[config.mk]
export PLATFORM = sky130hd
export DESIGN_NAME = tcp_option_mss_parser_unit_flat
export DESIGN_NICKNAME = d
export VERILOG_FILES = /design/src/sv/tomp_pkg.sv /design/src/sv/tomp_ifs.sv /design/src/sv/tcp_option_mss_parser_unit.sv /design/src/sv/tomp_parse_core.sv /design/src/flat_wrapper.sv
export SDC_FILE = /design/constraint.sdc
export NUM_CORES = 1
export LEC_CHECK = 0
export BUFFER_PORTS_ARGS = -buffer_cell sky130_fd_sc_hd__buf_2
export CAP_MARGIN = 20
export CORE_UTILIZATION = 58
export DETAILED_ROUTE_END_ITERATION = 10
export PLACE_DENSITY_LB_ADDON = 0.1
export SETUP_SLACK_MARGIN = 0.05
export SLEW_MARGIN = 20
export SYNTH_ARGS = -nofsm -noshare
export SYNTH_HDL_FRONTEND = slang
export SYNTH_SLANG_ARGS = --single-unit
[constraint.sdc]
create_clock -name clk -period 2.5 [get_ports clk]
set_clock_uncertainty 0.1 [all_clocks]
set_input_delay 0.25 -clock clk [delete_from_list [all_inputs] [get_ports clk]]
set_output_delay 0.25 -clock clk [all_outputs]
set_load 0.05 [all_outputs]
[src/sv/tomp_pkg.sv]
// ----------------------------------------------------------------------------
// tomp_pkg: shared types and constants for the TCP option MSS parser
// Option kinds, parse phase codes, stop-cause codes and the state record.
// ----------------------------------------------------------------------------
`default_nettype none

package tomp_pkg;

    localparam int BYTE_W  = 8;
    localparam int MSS_W   = 16;
    localparam int CAUSE_W = 2;
    localparam int PHASE_W = 3;

    localparam logic [MSS_W-1:0] DEFAULT_MSS_RST = 16'd512;

    // option kinds
    localparam logic [BYTE_W-1:0] KIND_EOL = 8'd0;
    localparam logic [BYTE_W-1:0] KIND_NOP = 8'd1;
    localparam logic [BYTE_W-1:0] KIND_MSS = 8'd2;

    // option lengths
    localparam logic [BYTE_W-1:0] LEN_MIN     = 8'd2;
    localparam logic [BYTE_W-1:0] LEN_MSS_OPT = 8'd4;

    // parse phases
    localparam logic [PHASE_W-1:0] PH_KIND = 3'd0;
    localparam logic [PHASE_W-1:0] PH_LEN  = 3'd1;
    localparam logic [PHASE_W-1:0] PH_HIGH = 3'd2;
    localparam logic [PHASE_W-1:0] PH_LOW  = 3'd3;
    localparam logic [PHASE_W-1:0] PH_SKIP = 3'd4;
    localparam logic [PHASE_W-1:0] PH_DONE = 3'd5;

    // stop causes
    localparam logic [CAUSE_W-1:0] CAUSE_OPTS_END = 2'd0;
    localparam logic [CAUSE_W-1:0] CAUSE_EOL      = 2'd1;
    localparam logic [CAUSE_W-1:0] CAUSE_UNKNOWN  = 2'd2;
    localparam logic [CAUSE_W-1:0] CAUSE_BAD_LEN  = 2'd3;

    // parser state carried between items
    typedef struct packed {
        logic [PHASE_W-1:0] phase;
        logic [BYTE_W-1:0]  skip_remaining;
        logic [BYTE_W-1:0]  mss_high_byte;
        logic [MSS_W-1:0]   mss_current;
        logic [CAUSE_W-1:0] cause_latched;
        logic               is_mss_option;
    } tomp_state_t;

    // one segment result
    typedef struct packed {
        logic [MSS_W-1:0]   mss_value;
        logic [CAUSE_W-1:0] stop_cause;
    } tomp_result_t;

endpackage

`default_nettype wire

[src/sv/tomp_ifs.sv]
// ----------------------------------------------------------------------------
// tomp channel interfaces
// Valid/ready channels for option bytes, segment results and configuration.
// ----------------------------------------------------------------------------
`default_nettype none

interface tomp_in_if;
    import tomp_pkg::*;
    logic              valid;
    logic              ready;
    logic [BYTE_W-1:0] opt_byte;
    logic              first_byte;
    logic              last_byte;
    logic              no_options;
    logic              syn_flag;

    modport source (
        output valid, opt_byte, first_byte, last_byte, no_options, syn_flag,
        input  ready
    );
    modport sink (
        input  valid, opt_byte, first_byte, last_byte, no_options, syn_flag,
        output ready
    );
endinterface

interface tomp_res_if;
    import tomp_pkg::*;
    logic               valid;
    logic               ready;
    logic [MSS_W-1:0]   mss_value;
    logic [CAUSE_W-1:0] stop_cause;

    modport source (
        output valid, mss_value, stop_cause,
        input  ready
    );
    modport sink (
        input  valid, mss_value, stop_cause,
        output ready
    );
endinterface

interface tomp_cfg_if;
    import tomp_pkg::*;
    logic             valid;
    logic             ready;
    logic [MSS_W-1:0] default_mss;

    modport source (
        output valid, default_mss,
        input  ready
    );
    modport sink (
        input  valid, default_mss,
        output ready
    );
endinterface

`default_nettype wire

[src/sv/tcp_option_mss_parser_unit.sv]
// A result is valid in the cycle after the item carrying last_byte or no_options
//   is accepted. Throughput: one option byte per cycle while no result waits
//   untaken; the parse state updates in one step per byte and the result
//   register frees input ready while it is taken.
// Reset: the parser returns to the start of a segment, default_mss to 512,
//   and no result is pending.
// ----------------------------------------------------------------------------
// tcp_option_mss_parser_unit: TCP option MSS parser
// Walks the option bytes of each segment and returns its MSS and stop cause.
// ----------------------------------------------------------------------------
`default_nettype none

module tcp_option_mss_parser_unit (
    input  logic      clk,
    input  logic      rst_n,
    tomp_in_if.sink   opt_in,
    tomp_res_if.source res_out,
    tomp_cfg_if.sink  cfg
);
    import tomp_pkg::*;

    tomp_state_t       state_reg;
    tomp_state_t       state_next;
    logic [MSS_W-1:0]  default_mss_reg;
    logic              res_valid_reg;
    tomp_result_t      res_reg;
    logic              core_fire;
    tomp_result_t      core_res;
    logic              in_accept;

    // input taken whenever the result register is free or being drained
    assign opt_in.ready = !res_valid_reg || res_out.ready;
    assign in_accept    = opt_in.valid && opt_in.ready;
    assign cfg.ready    = 1'b1;

    tomp_parse_core u_core (
        .state      (state_reg),
        .opt_byte   (opt_in.opt_byte),
        .first_byte (opt_in.first_byte),
        .last_byte  (opt_in.last_byte),
        .no_options (opt_in.no_options),
        .syn_flag   (opt_in.syn_flag),
        .default_mss(default_mss_reg),
        .state_next (state_next),
        .res_fire   (core_fire),
        .res        (core_res)
    );

    // configuration register
    always_ff @(posedge clk or negedge rst_n)
    begin
        if (!rst_n)
        begin
            default_mss_reg <= DEFAULT_MSS_RST;
        end
        else if (cfg.valid && cfg.ready)
        begin
            default_mss_reg <= cfg.default_mss;
        end
    end

    // parser state
    always_ff @(posedge clk or negedge rst_n)
    begin
        if (!rst_n)
        begin
            state_reg <= '{phase:          PH_KIND,
                           skip_remaining: 8'd0,
                           mss_high_byte:  8'd0,
                           mss_current:    DEFAULT_MSS_RST,
                           cause_latched:  CAUSE_OPTS_END,
                           is_mss_option:  1'b0};
        end
        else if (in_accept)
        begin
            state_reg <= state_next;
        end
    end

    // result valid
    always_ff @(posedge clk or negedge rst_n)
    begin
        if (!rst_n)
        begin
            res_valid_reg <= 1'b0;
        end
        else if (in_accept)
        begin
            res_valid_reg <= core_fire;
        end
        else if (res_out.ready)
        begin
            res_valid_reg <= 1'b0;
        end
    end

    // result payload
    always_ff @(posedge clk)
    begin
        if (in_accept && core_fire)
        begin
            res_reg <= core_res;
        end
    end

    assign res_out.valid      = res_valid_reg;
    assign res_out.mss_value  = res_reg.mss_value;
    assign res_out.stop_cause = res_reg.stop_cause;

endmodule

`default_nettype wire

[src/sv/tomp_parse_core.sv]
// ----------------------------------------------------------------------------
// tomp_parse_core: per-byte option parse step
// Computes the next parser state and the segment result for one item.
// ----------------------------------------------------------------------------
`default_nettype none

module tomp_parse_core (
    input  tomp_pkg::tomp_state_t  state,
    input  logic [7:0]             opt_byte,
    input  logic                   first_byte,
    input  logic                   last_byte,
    input  logic                   no_options,
    input  logic                   syn_flag,
    input  logic [15:0]            default_mss,
    output tomp_pkg::tomp_state_t  state_next,
    output logic                   res_fire,
    output tomp_pkg::tomp_result_t res
);
    import tomp_pkg::*;

    tomp_state_t start_st;
    tomp_state_t cur_st;
    tomp_state_t step_st;

    // state at segment start
    always_comb
    begin
        start_st                = '0;
        start_st.phase          = PH_KIND;
        start_st.mss_current    = default_mss;
    end

    // one option byte through the phase machine
    always_comb
    begin
        cur_st  = first_byte ? start_st : state;
        step_st = cur_st;
        case (cur_st.phase)
            PH_KIND:
            begin
                if (opt_byte == KIND_EOL)
                begin
                    step_st.phase         = PH_DONE;
                    step_st.cause_latched = CAUSE_EOL;
                    step_st.is_mss_option = 1'b0;
                end
                else if (opt_byte == KIND_NOP)
                begin
                    step_st.phase = PH_KIND;
                end
                else if (opt_byte == KIND_MSS)
                begin
                    step_st.is_mss_option = 1'b1;
                    step_st.phase         = PH_LEN;
                end
                else
                begin
                    step_st.phase         = PH_DONE;
                    step_st.cause_latched = CAUSE_UNKNOWN;
                    step_st.is_mss_option = 1'b0;
                end
            end
            PH_LEN:
            begin
                if (opt_byte < LEN_MIN)
                begin
                    step_st.phase         = PH_DONE;
                    step_st.cause_latched = CAUSE_BAD_LEN;
                    step_st.is_mss_option = 1'b0;
                end
                else if (cur_st.is_mss_option && (opt_byte == LEN_MSS_OPT))
                begin
                    step_st.phase = PH_HIGH;
                end
                else
                begin
                    step_st.skip_remaining = opt_byte - LEN_MIN;
                    step_st.is_mss_option  = 1'b0;
                    step_st.phase          = (opt_byte == LEN_MIN) ? PH_KIND : PH_SKIP;
                end
            end
            PH_HIGH:
            begin
                step_st.mss_high_byte = opt_byte;
                step_st.phase         = PH_LOW;
            end
            PH_LOW:
            begin
                if (syn_flag)
                begin
                    step_st.mss_current = {cur_st.mss_high_byte, opt_byte};
                end
                step_st.is_mss_option = 1'b0;
                step_st.phase         = PH_KIND;
            end
            PH_SKIP:
            begin
                step_st.skip_remaining = cur_st.skip_remaining - 8'd1;
                if (cur_st.skip_remaining == 8'd1)
                begin
                    step_st.phase = PH_KIND;
                end
            end
            default:
            begin
                step_st = cur_st;
            end
        endcase
    end

    // result and state selection
    always_comb
    begin
        res_fire   = 1'b0;
        res        = '0;
        state_next = step_st;
        if (no_options)
        begin
            res_fire       = 1'b1;
            res.mss_value  = default_mss;
            res.stop_cause = CAUSE_OPTS_END;
            state_next     = start_st;
        end
        else if (last_byte)
        begin
            res_fire      = 1'b1;
            res.mss_value = step_st.mss_current;
            if (step_st.phase == PH_DONE)
            begin
                res.stop_cause = step_st.cause_latched;
            end
            else if (step_st.phase == PH_KIND)
            begin
                res.stop_cause = CAUSE_OPTS_END;
            end
            else
            begin
                res.stop_cause = CAUSE_BAD_LEN;
            end
            state_next = start_st;
        end
    end

endmodule

`default_nettype wire

[src/flat_wrapper.sv]
// flat-port wrapper written by rule: the top's interface ports become plain ports
module tcp_option_mss_parser_unit_flat import tomp_pkg::*;
  (clk, rst_n, opt_in_valid, opt_in_opt_byte, opt_in_first_byte, opt_in_last_byte, opt_in_no_options, opt_in_syn_flag, opt_in_ready, res_out_valid, res_out_mss_value, res_out_stop_cause, res_out_ready, cfg_valid, cfg_default_mss, cfg_ready);
  tomp_in_if opt_in_i ();
  tomp_res_if res_out_i ();
  tomp_cfg_if cfg_i ();
  input  logic clk;
  input  logic rst_n;
  input wire logic [$bits(opt_in_i.valid)-1:0] opt_in_valid;
  input wire logic [$bits(opt_in_i.opt_byte)-1:0] opt_in_opt_byte;
  input wire logic [$bits(opt_in_i.first_byte)-1:0] opt_in_first_byte;
  input wire logic [$bits(opt_in_i.last_byte)-1:0] opt_in_last_byte;
  input wire logic [$bits(opt_in_i.no_options)-1:0] opt_in_no_options;
  input wire logic [$bits(opt_in_i.syn_flag)-1:0] opt_in_syn_flag;
  output wire logic [$bits(opt_in_i.ready)-1:0] opt_in_ready;
  output wire logic [$bits(res_out_i.valid)-1:0] res_out_valid;
  output wire logic [$bits(res_out_i.mss_value)-1:0] res_out_mss_value;
  output wire logic [$bits(res_out_i.stop_cause)-1:0] res_out_stop_cause;
  input wire logic [$bits(res_out_i.ready)-1:0] res_out_ready;
  input wire logic [$bits(cfg_i.valid)-1:0] cfg_valid;
  input wire logic [$bits(cfg_i.default_mss)-1:0] cfg_default_mss;
  output wire logic [$bits(cfg_i.ready)-1:0] cfg_ready;
  assign opt_in_i.valid = opt_in_valid;
  assign opt_in_i.opt_byte = opt_in_opt_byte;
  assign opt_in_i.first_byte = opt_in_first_byte;
  assign opt_in_i.last_byte = opt_in_last_byte;
  assign opt_in_i.no_options = opt_in_no_options;
  assign opt_in_i.syn_flag = opt_in_syn_flag;
  assign opt_in_ready = opt_in_i.ready;
  assign res_out_valid = res_out_i.valid;
  assign res_out_mss_value = res_out_i.mss_value;
  assign res_out_stop_cause = res_out_i.stop_cause;
  assign res_out_i.ready = res_out_ready;
  assign cfg_i.valid = cfg_valid;
  assign cfg_i.default_mss = cfg_default_mss;
  assign cfg_ready = cfg_i.ready;
  tcp_option_mss_parser_unit u_core (.clk(clk), .rst_n(rst_n), .opt_in(opt_in_i), .res_out(res_out_i), .cfg(cfg_i));
endmodule
### Word-level counts from Yosys, hierarchy flattened

Index checks and enable logic that the tools add are counted.

| word-level totals | value |
|---|---|
| register bits | 73 |
| logic and storage cells | 67 |
| output and inout bits | 21 |

| cells by class | value |
|---|---|
| eq/ne operators | 9 |
| mux-type cells | 34 |
| reductions and logical operators | 10 |
| $lt $le $gt $ge | 1 |
| add/sub/neg operators | 2 |
| bitwise gates (word level) | 1 |

Operators with widths:

| operator | count |
|---|---|
| $mux W38 | 3 |
| $mux W18 | 2 |
| $mux W16 | 2 |
| $mux W3 | 9 |
| $mux W8 | 3 |
| $eq A8 B1 Y1 const B | 2 |
| $pmux W8 S2 | 1 |
| $pmux W3 S5 | 1 |
| $eq A8 B2 Y1 const B | 1 |
| $eq A8 B3 Y1 const B | 1 |
| $logic_not A8 Y1 | 1 |
| $lt A8 B2 Y1 const B | 1 |
| $mux W2 | 4 |
| $sub A8 B1 Y8 const B | 1 |
| $sub A8 B2 Y8 const B | 1 |
| $mux W1 | 7 |
| $eq A3 B2 Y1 const B | 2 |
| $eq A3 B3 Y1 const B | 2 |
| $logic_not A3 Y1 | 2 |
| $pmux W2 S2 | 1 |
| $eq A3 B1 Y1 const B | 1 |
| $logic_and A1 B1 Y1 | 3 |
| $pmux W1 S3 | 1 |
| $reduce_bool A2 Y1 | 1 |
| 4 further kinds | 4 |

### Logic depth before layout (Yosys ltp)

| depth | value |
|---|---|
| depth in word-level cells | 10 |
| mapped depth | 9 |

### Cells and area by module

Synthesis repeated with hierarchy kept, for this count alone.

| second synthesis, totals | value |
|---|---|
| cell total of the unflattened synthesis | 448 |
| area total of the unflattened synthesis | 4480.5 um2 |

By module, submodules not included:

| module | cells an instance | area an instance (um2) | seq. area each (um2) | times used |
|---|---|---|---|---|
| tcp_option_mss_parser_unit | 140 | 2696.3 | 1919.3 | 1 |
| tomp_parse_core | 308 | 1784.2 | 0.0 | 1 |

### Worst setup path before layout

Ideal clock, no wire load.

| path | value |
|---|---|
| kind | register to register |
| start point | register u_core.res_valid_reg, in the netlist u_core.res_out.valid |
| end point | register u_core.res_reg, in the netlist u_core.res_out.mss_value[0], enable pin |
| stages on the path, launching flop included | 5 |
| buffers on the path | 1 |
| clock period less this slack | 2.873 ns |
| library setup time | 0.393 ns |
| setup slack | -0.373 ns |
| arrival | 2.380 ns |
| cells stage by stage | dfrtp_1 > nand2b_1 > nand2_1 > clkbuf_1 > nor2_1 |

| on the way | value |
|---|---|
| longest elaborated chain between the ends | 4 |

Ends and longest elaborated chain:

| what | line | source |
|---|---|---|
| start: declaration | tcp_option_mss_parser_unit.sv:25 | `logic res_valid_reg;` |
| start signal: assignment | tcp_option_mss_parser_unit.sv:89 | `res_valid_reg <= core_fire;` |
| $logic_not A1 Y1 | tcp_option_mss_parser_unit.sv:32 | `assign opt_in.ready = !res_valid_reg \|\| res_out.ready;` |
| $logic_or A1 B1 Y1 | tcp_option_mss_parser_unit.sv:32 |  |
| named net opt_in_ready | flat_wrapper.sv:15 | `output wire logic [$bits(opt_in_i.ready)-1:0] opt_in_ready;` |
| $logic_and A1 B1 Y1 | tcp_option_mss_parser_unit.sv:33 | `assign in_accept = opt_in.valid && opt_in.ready;` |
| $logic_and A1 B1 Y1 | tcp_option_mss_parser_unit.sv:100 | `if (in_accept && core_fire)` |
| end signal: assignment | tcp_option_mss_parser_unit.sv:102 | `res_reg <= core_res;` |
| end: declaration | tcp_option_mss_parser_unit.sv:26 | `tomp_result_t res_reg;` |

The timed path passes the listed nets, and every way through them passes these cells.
A chain may end at the register's enable or synchronous reset.

==> flow_summary.rst <==
.. list-table::
   :header-rows: 1

   * - Metric
     - Value
   * - Net count of the mapped netlist
     - 433
   * - Post-synthesis sequential element count
     - between 70 and 80
   * - Post-layout instance count excluding filler cells
     - roughly 540
   * - Maximum root-to-sink buffer count
     - 2
   * - Critical Path Max Stage Delay
     - between 500 and 600 ps
   * - Initial standard-cell utilization of the core
     - 0.600
   * - Crit path kind
     - reg -> reg
   * - Worst Setup SP
     - u_core.state_reg[36]$_DFFE_PN0P_
   * - Synth top area share
     - 0.325
   * - Clock tree sinks
     - 73
   * - Highest ir drop seen on vdd
     - 386 µV
   * - Top cells by area, synth
     - sky130_fd_sc_hd__dfrtp_1, sky130_fd_sc_hd__edfxtp_1, sky130_fd_sc_hd__mux2_2
   * - Level count of the clock H-tree
     - 3
   * - Antenna violations before repair
     - 0
   * - Worst hold slack
     - ~36 ps
   * - Core Region
     - 0.00679 mm²
   * - Final Total Pwr
     - ~3.2 mW
   * - Critical path cell sequence
     - and4bb_2, nand2_2, mux2i_1, a21oi_1, a22o_1
   * - Number of placed cells counting well taps
     - roughly 530
   * - Final wirelength
     - between 9000 and 10,000 µm
   * - Final period util
     - 0.878
   * - Total number of vias
     - between 3,000 and 4,000
   * - Power density of the placed cells
     - approximately 680 mW/mm²
   * - Die Y
     - about 86 µm
   * - Upper clock frequency limit
     - 456 MHz
   * - Outcome
     - completed
   * - Avg Cell Area, Syn
     - about 10 µm²
   * - Area added between synthesis and finish
     - 14.2%
   * - Worst Slack Setup Final
     - a little over 300 ps
   * - DRC
     - 0
   * - Library cells used by synthesis
     - 57
   * - YS warnings
     - 0
   * - Setup-failing EPs final
     - 0
   * - Crit path launch type
     - register
   * - Leading cell type by number of instances after synthesis
     - sky130_fd_sc_hd__dfrtp_1
   * - R2R Setup Slk
     - 310 ps
   * - Cell type of the slowest stage on the worst timing path
     - sky130_fd_sc_hd__dfrtp_1
   * - Via/cell ratio
     - between 6 and 7
   * - Hold WC Path Type
     - in -> reg
   * - Final layout net count
     - about 480
   * - Full die area
     - ~0.0074 mm²
   * - Maximum fanout count along the critical path
     - 13
   * - RSZ-0062 raised after global routing
     - false
   * - Vias in the first global route
     - 3,241
   * - Netlist area before placement
     - a little over 0.004 mm²
   * - Horizontal die dimension
     - about 86 µm
   * - Leading register cell type out of synthesis
     - sky130_fd_sc_hd__dfrtp_1
   * - Clock slew at the register clock pins of the worst setup and hold paths
     - roughly 90 ps
   * - Minimum clock period
     - about 2200 ps
   * - Gp weighted congestion
     - slightly above 0.9
   * - Flip-flop count of the largest register, all copies and words added
     - 38
   * - Max_slew headroom
     - 0.547
   * - Post CTS Setup Buffer Count
     - 0
   * - Number of slew-limit violations in the final report
     - 0
   * - TritonCTS clock tree
     - done
   * - CTS Buf Count
     - 9
   * - Setup TNS after final layout
     - 0 ps
   * - Hold Crit Start
     - cfg_default_mss[12]
   * - Number of max-capacitance violations reported
     - 0
   * - Share of cells above drive strength 1
     - 0.268
   * - Async set or reset register ratio after synthesis
     - 0.753
   * - Leak
     - about 2.1 nW
   * - Largest net degree at the start of global routing
     - 30
   * - Slew at the pin closest to its max-slew limit
     - ~680 ps
   * - Number of flops mapped to enable cells by yosys
     - 18
   * - Number of detailed-route iterations in the first pass
     - 6
   * - Antenna cells
     - 0
   * - Global-route wire length before repair
     - 15,800 µm
   * - Remaining antenna violation count
     - 0
   * - Pre-CTS worst setup slack
     - between 300 and 400 ps
   * - Number of top-level pins
     - 54
   * - Worst Path Arrival
     - 2200 ps
   * - Required time reported for the critical path endpoint
     - around 2500 ps
   * - Placement row count
     - 30
   * - Family of cells with the greatest summed delay on the critical path
     - simple AND/OR/NAND/NOR gates
   * - Total half-perimeter wirelength after legalization and detailed placement
     - 6590 µm
   * - Clock Tree Root
     - sky130_fd_sc_hd__clkbuf_8
   * - Seq/Total Area, Yosys
     - 0.471
   * - Category of the worst setup path capture point
     - register
   * - Worst-Skew Late Latency
     - ~340 ps
   * - WL/cell
     - 17.8 µm
   * - Final Hold Fails
     - 0
   * - Global-route total usage across every layer
     - 0.280
   * - Leading cell types by count after synthesis
     - sky130_fd_sc_hd__dfrtp_1, sky130_fd_sc_hd__a21oi_1, sky130_fd_sc_hd__nor2_1
   * - Dominant cell type by area after synthesis
     - sky130_fd_sc_hd__dfrtp_1
   * - Worst path buffer plus inverter count
     - 0
   * - Launching point of the worst reg2reg path
     - u_core.state_reg[36]$_DFFE_PN0P_
   * - Count of mapped cells out of synthesis
     - slightly below 400
   * - Initial DRC count
     - 265
   * - Sum of overflow across all layers after global routing
     - 0
   * - Buffers on Ports
     - between 50 and 60
[final timing paths]
| path | endpoint | cells after the start |
|---|---|---|
| max | u_core.res_out.mss_value[12]$_DFFE_PP_ | 5 |
| min | u_core.default_mss_reg[12]$_DFFE_PN0P_ | 2 |
| max reg2reg | u_core.res_out.mss_value[12]$_DFFE_PP_ | 5 |
| min reg2reg | u_core.state_reg[9]$_DFFE_PN0P_ | 1 |
| max in group asynchronous | u_core.default_mss_reg[9]$_DFFE_PN1P_ | 3 |
| min in group asynchronous | u_core.res_out.valid$_DFFE_PN0P_ | 2 |
[cells in the final DEF (no fill, tap or decap), drive strengths merged, types with 7 or more instances in the layout]
cell type | synthesis | layout
o21a | 10 | 10
nand2 | 32 | 32
a211o | 9 | 9
nor2 | 33 | 33
o21ai | 25 | 25
o22ai | 7 | 7
mux2i | 18 | 18
o211ai | 8 | 8
mux2 | 24 | 24
a21oi | 34 | 34
dfrtp | 53 | 53
edfxtp | 18 | 18
a22o | 23 | 23
buf | 12 | 64
clkbuf | 19 | 10
[report_power, final]
group	switching, mW	total (mW)	leakage, nW	internal (mW)
Clock	0.453	1.12	0.117	0.669
Sequential	0.0796	1.43	0.854	1.35
Combinational	0.395	0.637	1.13	0.242
Total	0.928	3.19	2.10	2.26
[per-stage QoR]
stage	area (µm²)	util
after global placement	4400	0.648
after detailed placement	4400	0.648
after global routing	4660	0.685
after floorplan	4080	-
after CTS	4660	0.685
final	4660	0.685
[layout make-up]
cell class / instances / area [µm²]
inverter: 6 / 22.5
fill: 510 / 2140
clock buffer: 10 / 128
timing repair buffer: 65 / 360
tap: 96 / 120
sequential: 73 / 1920
clock inverter: 6 / 115
multi-input combinational: 287 / 1990
[cell families (layout without fill, tap and decap cells)]
family	Yosys count	count (layout)	synth area share
compound gates	133	133	0.224
xor+xnor	5	5	0.0107
fa+ha+maj	3	3	0.00921
buf+inv	37	87	0.0424
flops	73	73	0.471
mux	42	42	0.111
other cells	1	1	0.000920
simple gates	103	103	0.131
[timing repair]
item,CTS,global route
endpoints found under the hold margin,26,0
hold buffers,1,0
gates resized for setup,0,0
[metal layers]
layer | vias to the layer above | global-route usage | share of wire
met2 | 178 | 0.449 | 0.48
met4 | 0 | 0.115 | 0.016
li1 | 1566 | - | -
met5 | - | 0 | 0
met3 | 17 | 0.0491 | 0.066
met1 | 1673 | 0.378 | 0.44
[worst reg2reg max path: cells and delay by family (launching register included)]
| family | cells | cell delay [ps] |
|---|---|---|
| AO/OA/AOI/OAI | 2 | 310 |
| flip-flops | 1 | 530 |
| AND/OR/NAND/NOR | 2 | 700 |
| multiplexers | 1 | 330 |
Power figures use the tool's default switching activity.
